File: config.mk
export PLATFORM = sky130hd
export DESIGN_NAME = length_prefixed_packet_deframer_unit
export DESIGN_NICKNAME = d
export VERILOG_FILES = /design/src/rtl/core/lppd_pkg.sv /design/src/rtl/core/lppd_parser.sv /design/src/rtl/core/lppd_out_buf.sv /design/src/rtl/core/length_prefixed_packet_deframer_unit.sv
export SDC_FILE = /design/constraint.sdc
export NUM_CORES = 1
export LEC_CHECK = 0
export BUFFER_PORTS_ARGS = -buffer_cell sky130_fd_sc_hd__buf_2
export CORE_ASPECT_RATIO = 1.1
export CORE_UTILIZATION = 50
export DETAILED_ROUTE_END_ITERATION = 6
export PLACE_DENSITY = 0.7
export SETUP_SLACK_MARGIN = 0.02
export SLEW_MARGIN = 15
export SYNTH_ARGS = -nofsm -noshare
export SYNTH_HDL_FRONTEND = slang
export SYNTH_HIERARCHICAL = 1
export SYNTH_SLANG_ARGS = --single-unit
export TNS_END_PERCENT = 50
File: constraint.sdc
create_clock -name clock -period 12.57 [get_ports clock]
set_input_delay 2.514 -clock clock [delete_from_list [all_inputs] [get_ports clock]]
set_output_delay 2.514 -clock clock [all_outputs]
set_load 0.03 [all_outputs]
File: src/rtl/core/lppd_pkg.sv
// Shared types and constants for the length-prefixed packet deframer.
`timescale 1ns / 1ps
`default_nettype none

package lppd_pkg;

   localparam int unsigned BYTE_BITS = 8;
   localparam int unsigned LEN_BITS  = 16;

   localparam logic [LEN_BITS-1:0] DEFAULT_MAX_LEN = 16'd1514;

   // Result kinds
   localparam logic KIND_PAYLOAD = 1'b0;
   localparam logic KIND_ERROR   = 1'b1;

   typedef enum logic [2:0] {
      PH_HDR_LO  = 3'd0,
      PH_HDR_HI  = 3'd1,
      PH_PAYLOAD = 3'd2,
      PH_PAD     = 3'd3,
      PH_DISCARD = 3'd4
   } phase_type;

   typedef struct packed {
      logic                 kind;
      logic [BYTE_BITS-1:0] payload_byte;
      logic                 packet_first;
      logic                 packet_last;
      logic [LEN_BITS-1:0]  declared_length;
   } result_type;

endpackage

`default_nettype wire

File: src/rtl/core/lppd_parser.sv
// Header, payload, pad and discard state machine of the deframer.
`timescale 1ns / 1ps
`default_nettype none

module lppd_parser (
   input  wire logic                             clock,
   input  wire logic                             reset,
   input  wire logic                             accept,
   input  wire logic [lppd_pkg::BYTE_BITS-1:0]   rx_byte,
   input  wire logic                             transfer_end,
   input  wire logic [lppd_pkg::LEN_BITS-1:0]    max_len,
   output logic                                  res_valid,
   output lppd_pkg::result_type                  res
);
   import lppd_pkg::*;

   phase_type             phase_ff, phase_in;
   logic [BYTE_BITS-1:0]  hdr_low_ff, hdr_low_in;
   logic [LEN_BITS-1:0]   remaining_ff, remaining_in;
   logic [LEN_BITS-1:0]   cur_len_ff, cur_len_in;
   logic                  offset_odd_ff, offset_odd_in;

   logic [LEN_BITS-1:0]   hdr_len;
   logic                  odd_next;

   assign hdr_len  = {rx_byte, hdr_low_ff};
   assign odd_next = ~offset_odd_ff;

   always_comb begin
      phase_in      = phase_ff;
      hdr_low_in    = hdr_low_ff;
      remaining_in  = remaining_ff;
      cur_len_in    = cur_len_ff;
      offset_odd_in = offset_odd_ff;
      res_valid     = 1'b0;
      res           = '0;
      if (accept) begin
         offset_odd_in = odd_next;
         unique case (phase_ff)
            PH_HDR_LO: begin
               hdr_low_in = rx_byte;
               phase_in   = PH_HDR_HI;
            end
            PH_HDR_HI: begin
               if (hdr_len > max_len) begin
                  res_valid           = 1'b1;
                  res.kind            = KIND_ERROR;
                  res.declared_length = hdr_len;
                  phase_in            = PH_DISCARD;
               end else if (hdr_len == '0) begin
                  phase_in = PH_HDR_LO;
               end else begin
                  cur_len_in   = hdr_len;
                  remaining_in = hdr_len;
                  phase_in     = PH_PAYLOAD;
               end
            end
            PH_PAYLOAD: begin
               res_valid           = 1'b1;
               res.kind            = KIND_PAYLOAD;
               res.payload_byte    = rx_byte;
               res.packet_first    = (remaining_ff == cur_len_ff);
               res.packet_last     = (remaining_ff == LEN_BITS'(1));
               res.declared_length = cur_len_ff;
               remaining_in        = remaining_ff - LEN_BITS'(1);
               if (remaining_ff == LEN_BITS'(1)) begin
                  // odd end of payload: skip one pad byte
                  phase_in = odd_next ? PH_PAD : PH_HDR_LO;
               end
            end
            PH_PAD: begin
               phase_in = PH_HDR_LO;
            end
            PH_DISCARD: begin
               phase_in = PH_DISCARD;
            end
            default: begin
               phase_in = PH_HDR_LO;
            end
         endcase
         if (transfer_end) begin
            offset_odd_in = 1'b0;
            if (!(phase_in == PH_PAYLOAD && remaining_in != '0)) begin
               phase_in = PH_HDR_LO;
            end
         end
      end
   end

   always_ff @(posedge clock) begin
      if (reset) begin
         phase_ff      <= PH_HDR_LO;
         hdr_low_ff    <= '0;
         remaining_ff  <= '0;
         cur_len_ff    <= '0;
         offset_odd_ff <= 1'b0;
      end else begin
         phase_ff      <= phase_in;
         hdr_low_ff    <= hdr_low_in;
         remaining_ff  <= remaining_in;
         cur_len_ff    <= cur_len_in;
         offset_odd_ff <= offset_odd_in;
      end
   end

`ifndef SYNTHESIS
   a_payload_has_bytes: assert property (@(posedge clock) disable iff (reset)
      (phase_ff == PH_PAYLOAD) |-> (remaining_ff != '0 && remaining_ff <= cur_len_ff))
      else $error("payload phase with no bytes left");

   a_end_resets_parity: assert property (@(posedge clock) disable iff (reset)
      (accept && transfer_end) |=> (offset_odd_ff == 1'b0))
      else $error("offset parity not cleared at transfer end");

   a_error_only_from_header: assert property (@(posedge clock) disable iff (reset)
      (res_valid && res.kind == KIND_ERROR) |-> (phase_ff == PH_HDR_HI))
      else $error("error result outside header check");
`endif

endmodule

`default_nettype wire

File: src/rtl/core/lppd_out_buf.sv
// Two-entry result register with skid stage for the deframer output.
`timescale 1ns / 1ps
`default_nettype none

module lppd_out_buf (
   input  wire logic                 clock,
   input  wire logic                 reset,
   input  wire logic                 push,
   input  wire lppd_pkg::result_type push_data,
   output logic                      can_push,
   output logic                      out_valid,
   input  wire logic                 out_ready,
   output lppd_pkg::result_type      out_data
);
   import lppd_pkg::*;

   logic       main_valid_ff, main_valid_in;
   logic       skid_valid_ff, skid_valid_in;
   result_type main_ff, main_in;
   result_type skid_ff, skid_in;

   assign can_push  = ~skid_valid_ff;
   assign out_valid = main_valid_ff;
   assign out_data  = main_ff;

   always_comb begin
      main_valid_in = main_valid_ff;
      skid_valid_in = skid_valid_ff;
      main_in       = main_ff;
      skid_in       = skid_ff;
      if (main_valid_ff && out_ready) begin
         main_valid_in = 1'b0;
      end
      if (skid_valid_ff && !main_valid_in) begin
         main_in       = skid_ff;
         main_valid_in = 1'b1;
         skid_valid_in = 1'b0;
      end
      if (push) begin
         if (!main_valid_in) begin
            main_in       = push_data;
            main_valid_in = 1'b1;
         end else begin
            skid_in       = push_data;
            skid_valid_in = 1'b1;
         end
      end
   end

   always_ff @(posedge clock) begin
      if (reset) begin
         main_valid_ff <= 1'b0;
         skid_valid_ff <= 1'b0;
      end else begin
         main_valid_ff <= main_valid_in;
         skid_valid_ff <= skid_valid_in;
      end
   end

   always_ff @(posedge clock) begin
      main_ff <= main_in;
      skid_ff <= skid_in;
   end

`ifndef SYNTHESIS
   a_no_overflow: assert property (@(posedge clock) disable iff (reset)
      push |-> !skid_valid_ff)
      else $error("result pushed into full buffer");

   a_skid_behind_main: assert property (@(posedge clock) disable iff (reset)
      skid_valid_ff |-> main_valid_ff)
      else $error("skid entry held with empty main entry");

   a_skid_moves_up: assert property (@(posedge clock) disable iff (reset)
      (skid_valid_ff && out_ready) |=> (main_valid_ff && main_ff == $past(skid_ff)))
      else $error("skid entry lost on pop");
`endif

endmodule

`default_nettype wire

File: src/rtl/core/length_prefixed_packet_deframer_unit.sv
// Top level of the length-prefixed packet deframer.
`timescale 1ns / 1ps
`default_nettype none

// Length-prefixed packet deframer. Takes one received byte per beat on the
// req_ channel (req_tlast marks the last byte of a transfer). Each packet in
// a transfer opens with a 2-byte little-endian length; packets are padded so
// the next header starts at an even offset in the transfer. Payload bytes
// stream out on the rsp_ channel one beat each, with first/last marks and the
// declared length; a packet may continue across any number of transfers.
// A zero-length header yields nothing, and a lone leftover byte at the end
// of a transfer is dropped. A header longer than the max length register
// (csr_data, reset 1514) yields one error beat (rsp_tuser = 1) and the rest
// of that transfer is dropped. Throughput is one byte per clock while the
// skid stage is free: the header and payload state machine updates once
// per accepted beat, and a two-entry output buffer (result register plus
// skid stage) keeps req_tready high while one result waits on rsp_tready.
// Results are registered in the output buffer. Write csr_ only while the
// block is idle; csr_ready is always high. No clearing pass follows reset.
module length_prefixed_packet_deframer_unit (
   input  wire logic        clock,
   input  wire logic        reset,

   input  wire logic        req_tvalid,
   output logic             req_tready,
   input  wire logic [7:0]  req_tdata,   // [7:0] rx_byte
   input  wire logic        req_tlast,   // transfer_end

   output logic             rsp_tvalid,
   input  wire logic        rsp_tready,
   output logic [31:0]      rsp_tdata,   // [7:0] payload_byte, [8] packet_first,
                                         // [24:9] declared_length, [31:25] zero
   output logic             rsp_tuser,   // kind: 0 payload, 1 oversize error
   output logic             rsp_tlast,   // packet_last

   input  wire logic        csr_valid,
   output logic             csr_ready,
   input  wire logic [15:0] csr_data     // max_packet_length
);
   import lppd_pkg::*;

   logic [LEN_BITS-1:0] max_len_ff, max_len_in;
   logic                req_accept;
   logic                res_valid;
   result_type          res;
   logic                can_push;
   result_type          out_res;

   // Config register always ready; the user must write only while idle, the block does not enforce it.
   assign csr_ready = 1'b1;

   always_comb begin
      max_len_in = max_len_ff;
      if (csr_valid) begin
         max_len_in = csr_data;
      end
   end

   always_ff @(posedge clock) begin
      if (reset) begin
         max_len_ff <= DEFAULT_MAX_LEN;
      end else begin
         max_len_ff <= max_len_in;
      end
   end

   // Accept a byte whenever the skid stage is free.
   assign req_tready = can_push;
   assign req_accept = req_tvalid & req_tready;

   lppd_parser u_parser (
      .clock        (clock),
      .reset        (reset),
      .accept       (req_accept),
      .rx_byte      (req_tdata),
      .transfer_end (req_tlast),
      .max_len      (max_len_ff),
      .res_valid    (res_valid),
      .res          (res)
   );

   lppd_out_buf u_out_buf (
      .clock     (clock),
      .reset     (reset),
      .push      (res_valid),
      .push_data (res),
      .can_push  (can_push),
      .out_valid (rsp_tvalid),
      .out_ready (rsp_tready),
      .out_data  (out_res)
   );

   // Pack the result beat.
   assign rsp_tdata = {7'd0, out_res.declared_length, out_res.packet_first,
                       out_res.payload_byte};
   assign rsp_tuser = out_res.kind;
   assign rsp_tlast = out_res.packet_last;

`ifndef SYNTHESIS
   a_error_beat_clean: assert property (@(posedge clock) disable iff (reset)
      (rsp_tvalid && rsp_tuser == KIND_ERROR)
         |-> (rsp_tdata[8:0] == 9'd0 && !rsp_tlast))
      else $error("error beat carries payload marks");

   a_result_from_input: assert property (@(posedge clock) disable iff (reset)
      ($rose(rsp_tvalid)) |-> $past(req_accept))
      else $error("result beat without accepted input");

   a_error_over_limit: assert property (@(posedge clock) disable iff (reset)
      (res_valid && res.kind == KIND_ERROR) |-> (res.declared_length > max_len_ff))
      else $error("error result for length within limit");
`endif

endmodule

`default_nettype wire
==> reports/metrics.yaml <==
global_route:
  grt_use_total_pct: 25.8
  grt_first_pass_wirelength_um: 25700
  grt-busiest-layer: "met2"
  grt_overflow: 0
  met1_usage_pct: 34.0
  gr-usage-met3_pct: 5.86
  grtUsageMet2_pct: 40.4
  grt_max_degree: 63
  antenna_found_initial: 0
  grt_pass1_vias: 5022
worst_hold_path:
  hp-start: "u_parser/cur_len_ff[1]$_SDFFE_PP0P_"
  hold_path.class: "reg2reg"
logic_synthesis:
  synthesis.area_um2: 6220
  syn_avg_cell_area_um2: 8.93
  synth_seq_cells: 116
  synth.area.mux_share_pct: 1.79
  synth_top_family_by_area: "compound AO/OA/AOI/OAI gates"
  synthTopCellsByArea: "dfxtp_1, edfxtp_1, nand2_1"
  synth-simple-area-share_pct: 18.6
  synthCells: 697
  synthArstFlopShare_pct: 0
  synth_fa_ha_area_share_pct: 3.62
  ys_types: 73
  synth.top_cell.area_share_pct: 28.6
  synth_compound_area_share_pct: 24.5
  synth-edff-count: 27
  ys_warn_count: 6
  yosysSeqAreaShare_pct: 41.7
  synth_xor_area_share_pct: 2.25
  synth_flop_cell: "dfxtp_1"
  synth_area_leader_cell: "dfxtp_1"
setup_path:
  critPathMaxFanout: 22
  start_kind: "primary input"
  critPathLaunch: "req_tdata[5]"
  worst_ep_arrival_time_ns: 5.92
  crit_top_cell: "nand2_1"
  path_class: "in2reg"
  cp_data_required_time_ns: 12.80
  crit_chain: "buf_2, ha_1, a211oi_1, nor2_1, or4_1, o31ai_4, and2_1, nand2_1, nand2_1, a21oi_1"
  rr_startpoint: "max_len_ff[13]$_SDFFE_PP0P_"
  critical_path.top_delay_family: "simple AND/OR/NAND/NOR gates"
  cp_slowest_cell: "and2_1"
  cp.buffers_inverters: 1
  slowest_delay_ns: 0.71
  critPathCaptureType: "register"
route:
  num_vias: 5312
  ant_nets: 0
  drtPass1Iterations: 7
  dr.first_iter.drc_count: 421
  route.detailed.drc: 0
  drt-vias-per-instance: 5.92
  routed_wl_um: 16100
  wl_per_cell_um: 17.9
pwr:
  comb_power_share_pct: 21.4
  ir_drop_v: 0.000105
  seqPwrFrac_pct: 38.1
  p_int_mw: 0.829
  power.switching_mw: 0.365
  p_leak_nw: 2.78
  powerDensity_nw_per_um2: 170
  swShare_pct: 30.6
  power.share.clock_pct: 40.5
timing:
  skew_ns: 0.00863
  post-route-period-util_pct: 45.2
  hold_violations: 0
  drv_slew: 0
  worstMarginPinSlew_ns: 1.14
  final.setup.tns_ns: 0
  finalCriticalPeriod_ns: 5.69
  setup_viol: 0
  fmax_ghz: 0.176
  rsz0062_at_grt: "false"
  slew_headroom_pct: 23.7
layout:
  final_cell_count_no_fill: 898
  finish.instance_area_um2: 7030
  syn2layout_area_growth_pct: 13.0
  n_antenna_cell: 0
  drive_above_1_share_pct: 18.4
  final_nets: 779
  final_core_util_pct: 58.2
clock_tree:
  post-cts-setup-buffers: 0
  cts_max_level: 4
  cts_repair_resize_count: 0
  clk_latency_ns: 0.41
  clock_sinks: 116
  path_clk_slew_ns: 0.05
  numCtsBuffers: 17
  cts.path.max_buffers: 2
  cts_root_buf: "clkbuf_16"
  hold_buffers: 0
  tritoncts: "yes"
flow_run:
  drv_cap: 0
floorplanning:
  core_area_um2: 12100
  initial_utilization_pct: 51.5
  die_w_um: 108
  rows: 42
  die_area_um2: 12900
  dieHeight_um: 119
  num_io_pins: 67
placed_design:
  dpl_cell_area_um2: 6430
  numPortBuffers: 58
  dp.cells: 866
  place_congestion: 0.937
  hpwl_um: 10800
status:
  status: "completed"
power groups by stage:
stage	Combinational (mW)	Sequential, mW	Clock, mW
final	0.256	0.455	0.483
after CTS	0.255	0.455	0.492
after global placement	0.250	0.461	0
after floorplan	0.119	0.529	0
after detailed placement	0.255	0.463	0
after global routing	0.276	0.461	0.507
flip-flops by register name, indices dropped and copies added, names as in the netlist:
| signal | count |
|---|---|
| u_parser/cur_len_ff | 16 |
| u_out_buf/skid_ff | 27 |
| u_parser/offset_odd_ff | 1 |
| u_parser/phase_ff | 3 |
| u_out_buf/skid_valid_ff | 1 |
| u_parser/remaining_ff | 16 |
| max_len_ff | 16 |
| u_out_buf/out_data | 27 |
| u_out_buf/out_valid | 1 |
| u_parser/hdr_low_ff | 8 |
synthesized netlist by cell type, types with 15 or more instances:
cell / number
nand2_1: 100
dfxtp_1: 89
nor2_1: 66
a21oi_1: 46
o22a_1: 29
a21boi_0: 28
edfxtp_1: 27
clkbuf_1: 24
inv_1: 24
a21oi_2: 20
a22oi_1: 20
ha_1: 18
o21ai_0: 15
placed cells by master (no fill, tap or decap), types with 10 or more instances in the layout:
cell type and count:
clkbuf_16 17, nand2_1 100, a22oi_1 20, nor4_1 12
a211oi_1 12, a21boi_0 28, a21oi_1 46, and3_1 10
nor2_1 66, o22a_1 29, o21ai_0 15, xor2_1 12
inv_1 24, dfxtp_1 89, nor3_1 13, edfxtp_1 27
buf_2 58, ha_1 18, mux2i_1 10, a21oi_2 20
stage by stage:
step | setup slack [ns] | hold slack (ns) | power [mW]
final | 6.88 | 0.486 | 1.19
after global routing | 6.76 | 0.507 | 1.24
after CTS | 7.06 | 0.488 | 1.20
after detailed placement | 6.63 | 0.478 | 0.718
after global placement | 6.69 | 0.470 | 0.710
after floorplan | 5.96 | 0.460 | 0.648
worst register-to-register path, cell delays in order (launching register included):
cell	delay (ns)
dfxtp_1	0.33
inv_1	0.05
ha_1	0.29
a211oi_1	0.23
nor2_1	0.07
or4_1	0.55
o31ai_4	0.48
and2_1	0.71
nand2_1	0.56
nand2_1	0.21
a21oi_1	0.09
routing by layer:
layer	share of wire (%)	up-vias
met5	0	-
met4	2.2	0
met3	6.0	27
met2	47	204
met1	44	2524
li1	-	2557
layout make-up:
class | count | area (um2)
timing repair buffer | 67 | 358
inverter | 26 | 97.6
multi-input combinational | 503 | 3190
clock inverter | 13 | 146
tap | 154 | 193
clock buffer | 19 | 453
sequential | 116 | 2590
fill | 1044 | 5060
logic make-up (layout without fill, tap and decap cells):
logic type / Yosys count / after routing
buffers and inverters: 84 / 125
adders and majority gates: 18 / 18
AOI/OAI and AO/OA: 209 / 209
DFF: 116 / 116
and+or+nand+nor: 241 / 241
muxes: 11 / 11
xor gates and xnor gates: 16 / 16
other: 2 / 8
worst paths after layout:
kind	to	slack, ns	cells past startpoint
setup / recovery	u_parser/cur_len_ff[0]$_SDFFE_PP0P_	6.88	10
hold / removal	u_parser/cur_len_ff[1]$_SDFFE_PP0P_	0.49	2
setup reg to reg	u_parser/cur_len_ff[0]$_SDFFE_PP0P_	8.83	10
hold reg to reg	u_parser/cur_len_ff[1]$_SDFFE_PP0P_	0.49	2
No activity file was read; power rests on OpenSTA's default activity.
